--- config.mk ---
export PLATFORM = sky130hd
export DESIGN_NAME = run_length_expander_core
export DESIGN_NICKNAME = d
export VERILOG_FILES = /design/src/hw/rtl/rle_pkg.sv /design/src/hw/rtl/rle_datapath.sv /design/src/hw/rtl/rle_ctrl.sv /design/src/hw/rtl/run_length_expander_core.sv
export SDC_FILE = /design/constraint.sdc
export NUM_CORES = 1
export LEC_CHECK = 0
export ABC_CLOCK_PERIOD_IN_PS = 2400
export BUFFER_PORTS_ARGS = -buffer_cell sky130_fd_sc_hd__buf_2
export CORE_ASPECT_RATIO = 1.4
export CORE_MARGIN = 2
export CORE_UTILIZATION = 49
export CTS_BUF_LIST = sky130_fd_sc_hd__clkbuf_8
export DETAILED_ROUTE_END_ITERATION = 8
export GPL_TIMING_DRIVEN = 0
export PLACE_DENSITY_LB_ADDON = 0.25
export RECOVER_POWER = 50
export SYNTH_ARGS = -nofsm -noshare
export SYNTH_HDL_FRONTEND = slang
export SYNTH_SLANG_ARGS = --single-unit
--- constraint.sdc ---
create_clock -name clk -period 2.4 [get_ports clk]
set_input_delay 0.12 -clock clk [delete_from_list [all_inputs] [get_ports clk]]
set_output_delay 0.12 -clock clk [all_outputs]
set_load 0.01 [all_outputs]
--- src/hw/rtl/rle_pkg.sv ---
`timescale 1ns / 1ps
// ----------------------------------------------------------------------------
// rle_pkg: shared definitions for the run-length expander
// Constants, controller states and the command and status bundles that pass
// between the controller and the datapath.
// ----------------------------------------------------------------------------
package rle_pkg;

  // Largest repeat count. Must stay within 2..64 so that it fits CountW bits.
  localparam int MaxRun = 64;
  localparam int CountW = 7;
  localparam int CharW  = 8;
  localparam int LetterW = 7;

  // ASCII ranges for digits and uppercase letters.
  localparam logic [CharW-1:0] CharZero = 8'h30;
  localparam logic [CharW-1:0] CharNine = 8'h39;
  localparam logic [CharW-1:0] CharA    = 8'h41;
  localparam logic [CharW-1:0] CharZ    = 8'h5A;

  typedef enum logic [0:0] {
    ST_IDLE,
    ST_EMIT
  } state_t;

  typedef struct packed {
    logic acc_digit;    // fold the input digit into the pending count
    logic load_letter;  // capture the letter, load the copy counter, clear count
    logic dec;          // one copy was transferred
  } dp_cmd_t;

  typedef struct packed {
    logic is_digit;
    logic is_letter;
    logic run_zero;     // the letter on the input would emit no copies
    logic remain_one;   // the copy on the output is the last of its run
  } dp_status_t;

endpackage

--- src/hw/rtl/rle_datapath.sv ---
`timescale 1ns / 1ps
// ----------------------------------------------------------------------------
// rle_datapath: count accumulator and copy counter
// Classifies the input byte, builds the saturating decimal count and holds
// the letter and the number of copies still to send.
// ----------------------------------------------------------------------------
module rle_datapath (
  input  logic                        clk,
  input  logic                        rst_n,
  input  logic [rle_pkg::CharW-1:0]   char_in,
  input  rle_pkg::dp_cmd_t            cmd,
  output rle_pkg::dp_status_t         status,
  output logic [rle_pkg::LetterW-1:0] letter_out,
  output logic                        last_of_run
);

  localparam int AccW = rle_pkg::CountW + 4;

  logic [rle_pkg::CountW-1:0]  count_r, count_nxt;
  logic                        have_r, have_nxt;
  logic [rle_pkg::LetterW-1:0] letter_r;
  logic [rle_pkg::CountW-1:0]  remain_r;
  logic [rle_pkg::CountW-1:0]  run_len;
  logic [AccW-1:0]             acc;

  always_comb begin
    status.is_digit  = (char_in >= rle_pkg::CharZero) && (char_in <= rle_pkg::CharNine);
    status.is_letter = (char_in >= rle_pkg::CharA) && (char_in <= rle_pkg::CharZ);
    run_len = have_r ? count_r : rle_pkg::CountW'(1);
    status.run_zero   = (run_len == '0);
    status.remain_one = (remain_r == rle_pkg::CountW'(1));
  end

  // The count never exceeds MaxRun, so count*10+9 fits AccW bits.
  always_comb begin
    acc = AccW'(count_r) * AccW'(10) + AccW'(char_in[3:0]);
    count_nxt = count_r;
    have_nxt  = have_r;
    if (cmd.acc_digit) begin
      have_nxt = 1'b1;
      if (acc > AccW'(rle_pkg::MaxRun)) begin
        count_nxt = rle_pkg::CountW'(rle_pkg::MaxRun);
      end else begin
        count_nxt = acc[rle_pkg::CountW-1:0];
      end
    end else if (cmd.load_letter) begin
      count_nxt = '0;
      have_nxt  = 1'b0;
    end
  end

  always_ff @(posedge clk) begin
    if (!rst_n) begin
      count_r <= '0;
      have_r  <= 1'b0;
    end else begin
      count_r <= count_nxt;
      have_r  <= have_nxt;
    end
  end

  always_ff @(posedge clk) begin
    if (cmd.load_letter) begin
      letter_r <= char_in[rle_pkg::LetterW-1:0];
      remain_r <= run_len;
    end else if (cmd.dec) begin
      remain_r <= remain_r - rle_pkg::CountW'(1);
    end
  end

  assign letter_out  = letter_r;
  assign last_of_run = status.remain_one;

endmodule

--- src/hw/rtl/rle_ctrl.sv ---
`timescale 1ns / 1ps
// ----------------------------------------------------------------------------
// rle_ctrl: sequencing state machine
// Accepts bytes while idle and holds the block in the emit state while the
// copies of a run are transferred.
// ----------------------------------------------------------------------------
module rle_ctrl (
  input  logic                clk,
  input  logic                rst_n,
  input  logic                in_valid,
  output logic                in_ready,
  output logic                out_valid,
  input  logic                out_ready,
  input  rle_pkg::dp_status_t status,
  output rle_pkg::dp_cmd_t    cmd
);

  rle_pkg::state_t state_r, state_nxt;

  always_ff @(posedge clk) begin
    if (!rst_n) begin
      state_r <= rle_pkg::ST_IDLE;
    end else begin
      state_r <= state_nxt;
    end
  end

  always_comb begin
    state_nxt = state_r;
    cmd       = '0;
    in_ready  = 1'b0;
    out_valid = 1'b0;
    unique case (state_r)
      rle_pkg::ST_IDLE: begin
        in_ready = 1'b1;
        if (in_valid) begin
          cmd.acc_digit   = status.is_digit;
          cmd.load_letter = status.is_letter;
          if (status.is_letter && !status.run_zero) begin
            state_nxt = rle_pkg::ST_EMIT;
          end
        end
      end
      rle_pkg::ST_EMIT: begin
        out_valid = 1'b1;
        if (out_ready) begin
          cmd.dec = 1'b1;
          if (status.remain_one) begin
            state_nxt = rle_pkg::ST_IDLE;
          end
        end
      end
      default: state_nxt = rle_pkg::ST_IDLE;
    endcase
  end

endmodule

--- src/hw/rtl/run_length_expander_core.sv ---
`timescale 1ns / 1ps
// ----------------------------------------------------------------------------
// run_length_expander_core: run-length text expander
// Expands a packed text of decimal counts and uppercase letters into runs.
// ----------------------------------------------------------------------------
// Usage:
//   The input channel (in_valid, in_ready, in_char_in) carries one byte of
//   packed text per transfer. Digits build a pending decimal count that
//   saturates at the package limit. An uppercase letter produces that many
//   copies on the output channel (out_valid, out_ready, out_letter_out,
//   out_last_of_run), or one copy when no digit came before it; the final
//   copy of each run has out_last_of_run set. A count of zero produces
//   nothing. Any other byte is dropped and leaves the pending count alone.
//   Timing: after a digit or an ignored byte the block is ready again in the
//   next cycle. When a letter is accepted, its first copy is presented in the
//   following cycle and each further copy follows in the cycle after the
//   previous transfer. The single copy counter serves one run at a time, so
//   in_ready is low while a run is being sent.
//   Reset clears the pending count and returns to idle. If the receiver
//   stalls, the current copy is held stable on the output until taken.
// ----------------------------------------------------------------------------
module run_length_expander_core (
  input  logic                        clk,
  input  logic                        rst_n,
  input  logic                        in_valid,
  output logic                        in_ready,
  input  logic [rle_pkg::CharW-1:0]   in_char_in,
  output logic                        out_valid,
  input  logic                        out_ready,
  output logic [rle_pkg::LetterW-1:0] out_letter_out,
  output logic                        out_last_of_run
);

  // Commands from the controller and status from the datapath.
  rle_pkg::dp_cmd_t    cmd;
  rle_pkg::dp_status_t status;

  // The controller owns both handshakes; the datapath never sees valid or
  // ready, only the commands that result from a transfer.
  rle_ctrl u_ctrl (
    .clk       (clk),
    .rst_n     (rst_n),
    .in_valid  (in_valid),
    .in_ready  (in_ready),
    .out_valid (out_valid),
    .out_ready (out_ready),
    .status    (status),
    .cmd       (cmd)
  );

  // The datapath's letter and copy counter registers drive the output
  // payload directly, so the payload holds while the receiver stalls.
  rle_datapath u_datapath (
    .clk         (clk),
    .rst_n       (rst_n),
    .char_in     (in_char_in),
    .cmd         (cmd),
    .status      (status),
    .letter_out  (out_letter_out),
    .last_of_run (out_last_of_run)
  );

endmodule
Word-level counts from Yosys, hierarchy flattened. Cells that the tools add are included.

Memory bits (writable): 0. Output and inout bits: 10. Bits in latches: 0. Input port bits: 12. Register bits: 23. Bits in read-only memories: 0. Memories: 0.

Mux-type cells: 19. Add/sub/neg operators: 2. Shift-type cells: 0. Divide/modulo/power cells: 0. $lt $le $gt $ge: 5. Reduce and logical (&&, ||, !) cells: 7. Equality and inequality tests: 1. Multiply operators: 1. Bitwise operators: 1.

Operator list (count): $mux 7 (6); $add 11x4->11 (1); $gt 11x7->1 const B (1); $mul 7x3->10 const B (1); $mux 1 (10); $ge 8x6->1 const B (1); $ge 8x7->1 const B (1); $le 8x6->1 const B (1); $le 8x7->1 const B (1); $eq 7x1->1 const B (1); $logic_not 7->1 (1); $sub 7x1->7 const B (1); $mux 2 (2); $reduce_bool 2->1 (2); $logic_and 1x1->1 (3); $pmux 1 s2 (1); $logic_not 1->1 (1); $not 1->1 (1).

Longest topological paths before layout.
Depth after elaboration: 7. Gate-level depth with buffers: 8.

Modules after synthesis. From an unflattened synthesis, not the netlist that was laid out.

Cell total of the unflattened synthesis: 135. Area, all modules: 1452.6 µm².

Modules (own cells, without submodules): rle_datapath (times used 1, cells each 127, sequential area each 580.6 µm², area each 1378.8 µm²); rle_ctrl (times used 1, cells each 8, sequential area each 20.0 µm², area each 73.8 µm²).

Least setup slack after synthesis. No wires, ideal clock.

Path type: reg2reg. Start: reg u_datapath.count_r[1] (netlist name). End: reg u_datapath.count_r[4] (netlist name). Stages on the path, launching flop included: 9. Path buffers: 0. Slack: -187 ps. Arrival time: 2491 ps. Cells stage by stage: dfxtp_1 ha_1 ha_1 fa_1 and3_1 or2_1 a2111oi_4 o21ai_2 o41ai_2.

Longest elaborated chain between the ends: 5.

RTL lines: from (decl) (line rle_datapath.sv:19) `logic [rle_pkg::CountW-1:0] count_r, count_nxt;`; from (signal assigned) (line rle_datapath.sv:57) `count_r <= count_nxt;`; $mul 7x3->10 * (line rle_datapath.sv:36) `acc = AccW'(count_r) * AccW'(10) + AccW'(char_in[3:0]);`; $add 11x4->11 * (line rle_datapath.sv:36); $gt 11x7->1 (line rle_datapath.sv:41) `if (acc > AccW'(rle_pkg::MaxRun)) begin`; $mux 7 * (line rle_datapath.sv:41); $mux 7 * (line rle_datapath.sv:39) `if (cmd.acc_digit) begin`.

Every way passes the cells marked *; elsewhere a longest branch is shown, timed or not. A chain may end at the register's enable or synchronous reset.

Final worst setup path. Ends and elaborated chain as after synthesis.

==> reports/metrics.cfg <==
[global_route]
antenna_found_initial = 0
overflow = 0
grt_start_max_net_pins = 17
grt_pass1_vias = 1277
grt_first_pass_wirelength_um = 5550
grt_use_total_pct = 20.0

[setup_path]
required_ns = 2.56
cp_common_cell = ha_4
crit_chain = ha_4 > ha_4 > fa_2 > and3_4 > or2_4 > a2111oi_4 > o21ai_4 > o41ai_2
worst_setup_path_start_kind = flip-flop
critPathMaxStageDelay_ns = 0.38
crit_arrival_ns = 2.61
rrSetupSlack_ns = -0.05
cpMaxStageDelayCell = fa_2
endpoint_kind = flip-flop
crit_fanout = 7
critPathKind = flip-flop to flip-flop

[die]
initial_core_util_pct = 50.6
die_y_um = 70.5
core_area_mm2 = 0.00306
io_pins = 22
die-width_um = 51.5
dieArea_mm2 = 0.00363
num_rows = 24

[sta]
skew_ns = 0.00367
drv_slew = 0
holdWs_ns = 0.0563
rsz0062_at_grt = yes
layout_min_cycle_time_ns = 2.45
worst_slack_ns = -0.0517
finalHoldViolCount = 0
worst_slew_pin_slew_ns = 0.414
period_share_pct = 102
setup_violations = 4
fmax_ghz = 0.408
slew_headroom_pct = 72.4

[power_and_ir_drop]
max-vdd-ir-drop_v = 0.000271
p_leak_nw = 0.740
power_density_mw_per_mm2 = 392

[worst_hold_path]
holdCritPathClass = input pin to flip-flop

[final_layout]
final_util_pct = 60.7
drive_gt1_share_pct = 24.2
regArea_um2 = 617
syn2layout_area_growth_pct = 20.0
nets = 208
final_common_cell = clkbuf_1
multi_input_area_um2 = 983
final.fill_count = 274
final_cell_mix = clkbuf_1 (18), edfxtp_1 (14), nand2_1 (11)
antennaDiodeCount = 0

[logic_synthesis]
synth_area_mm2 = 0.00155
netlist_instances = 149
ys_ff_latch = 23
synth_edf_count = 14
ys.flop_type = edfxtp_1
ys_types = 46
ys_seq_area_share_pct = 38.8
avgSynthCellArea_um2 = 10.4
async_reset_ff_share_pct = 0
yosysWarnings = 0
syn_nets = 178

[run]
cap_violations = 0

[drt]
route.vias.total = 1247
drt-wirelength-per-cell_um = 14.8
dr.pass1.iters = 4
vias_per_cell = 5.75
wl_um = 3220
drtIter0Drc = 16
ant_nets = 0
drc = 0

[cts]
htreeDepth = 1
tritoncts = built
numClockSinks = 23
ctsHoldBuffers = 0
cts_buffers = 3
ctsRootBufferMaster = clkbuf_8
clk_pin_slew_ns = 0.08
clk_latency_ns = 0.26
clk_path_buf_depth = 2

[status]
status = finished, violations left
violations = setup timing

[placement]
dp_hpwl_um = 2460
gp_congestion = 0.777
portBuffers = 21

[final timing paths]
| check | start | endpoint | cells past startpoint |
|---|---|---|---|
| min reg2reg | u_datapath.count_r[5] | u_datapath.count_r[5] | 2 |
| max reg2reg | u_datapath.count_r[1] | u_datapath.count_r[4] | 8 |
| max | u_datapath.count_r[1] | u_datapath.count_r[4] | 8 |
| min | in_char_in[5] | u_datapath.letter_out[5] | 1 |
[registers in the layout (all words and copies together), names as in the netlist]
signal                 count
u_datapath.count_r         7
u_datapath.remain_r        7
u_datapath.have_r          1
u_datapath.letter_out      7
u_ctrl.state_r             1
[per-stage QoR]
| stage | area, um2 | cells | setup TNS [ns] | setup WS, ns | power (W) |
|---|---|---|---|---|---|
| floorplan | 1590 | 149 | 0 | 0.0153 | 0.000480 |
| global placement | 1740 | 209 | -0.281 | -0.129 | 0.000505 |
| detailed placement | 1740 | 209 | -0.492 | -0.148 | 0.000507 |
| CTS | 1850 | 217 | -0.186 | -0.0881 | 0.000733 |
| global route | 1860 | 217 | -0.689 | -0.141 | 0.000764 |
| finish | 1860 | 217 | -0.0886 | -0.0517 | 0.000729 |
[final cells by class]
type	instances	area share (%)
inverters	7	1.41
multi-input cells	114	52.9
plain buffers	5	1.14
well taps	39	2.62
clock inverters	1	0.269
flip-flops and latches	23	33.2
repair buffers	25	6.26
clock buffers	3	2.22
[worst max-delay path, delay by kind of cell (launching register included)]
family                     cells  cell delay, ns
and+or+nand+nor                2            0.42
DFF                            1            0.37
adders and majority gates      3            0.78
AOI/OAI and AO/OA              3            0.78
[synth_stat cells (all sizes together) (5+ instances only)]
| cell type | n | area, um2 |
|---|---|---|
| xnor2 | 7 | 61.3 |
| nand2 | 11 | 41.3 |
| o21ai | 8 | 43.8 |
| nand3 | 8 | 40.0 |
| o31ai | 5 | 37.5 |
| edfxtp | 14 | 420 |
| a21oi | 9 | 48.8 |
| dfxtp | 9 | 180 |
| inv | 7 | 26.3 |
| ha | 15 | 188 |
| nand4 | 7 | 50.1 |
[power by group]
part	internal (W)	switching (W)	leakage, nW	total, W
clock network	0.000116	0.000116	0.0255	0.000232
registers	0.000423	0.00000511	0.204	0.000428
logic	0.0000267	0.0000420	0.510	0.0000687
total	0.000566	0.000164	0.740	0.000729
[routing by layer]
layer	track usage, %	wire length [um]	share of wire [%]	vias to the layer above
met5	0	0	0	-
met4	9.06	52	1.6	0
met3	2.99	127	3.9	4
met2	36.6	1720	53	32
met1	21.8	1320	41	586
li1	-	-	-	625
[what timing repair did]
item | CTS | global route
resized for setup | 9 | 7
setup endpoints to repair | 7 | 7
setup buffers | 4 | 0
cloned | 0 | 0
pin swaps | 9 | 3
[cells by family (layout without fill, tap and decap cells)]
logic type,Yosys count,count (layout),share of synthesized area [%]
AND/OR/NAND/NOR,50,50,18.4
adder cells (fa/ha/maj),17,17,14.7
flip-flops,23,23,38.8
XOR/XNOR,10,10,6.14
multiplexers,1,1,0.646
buffers and inverters,12,41,3.15
AO/OA/AOI/OAI,36,36,18.2
Note: power is estimated with default switching activity, not from simulation.
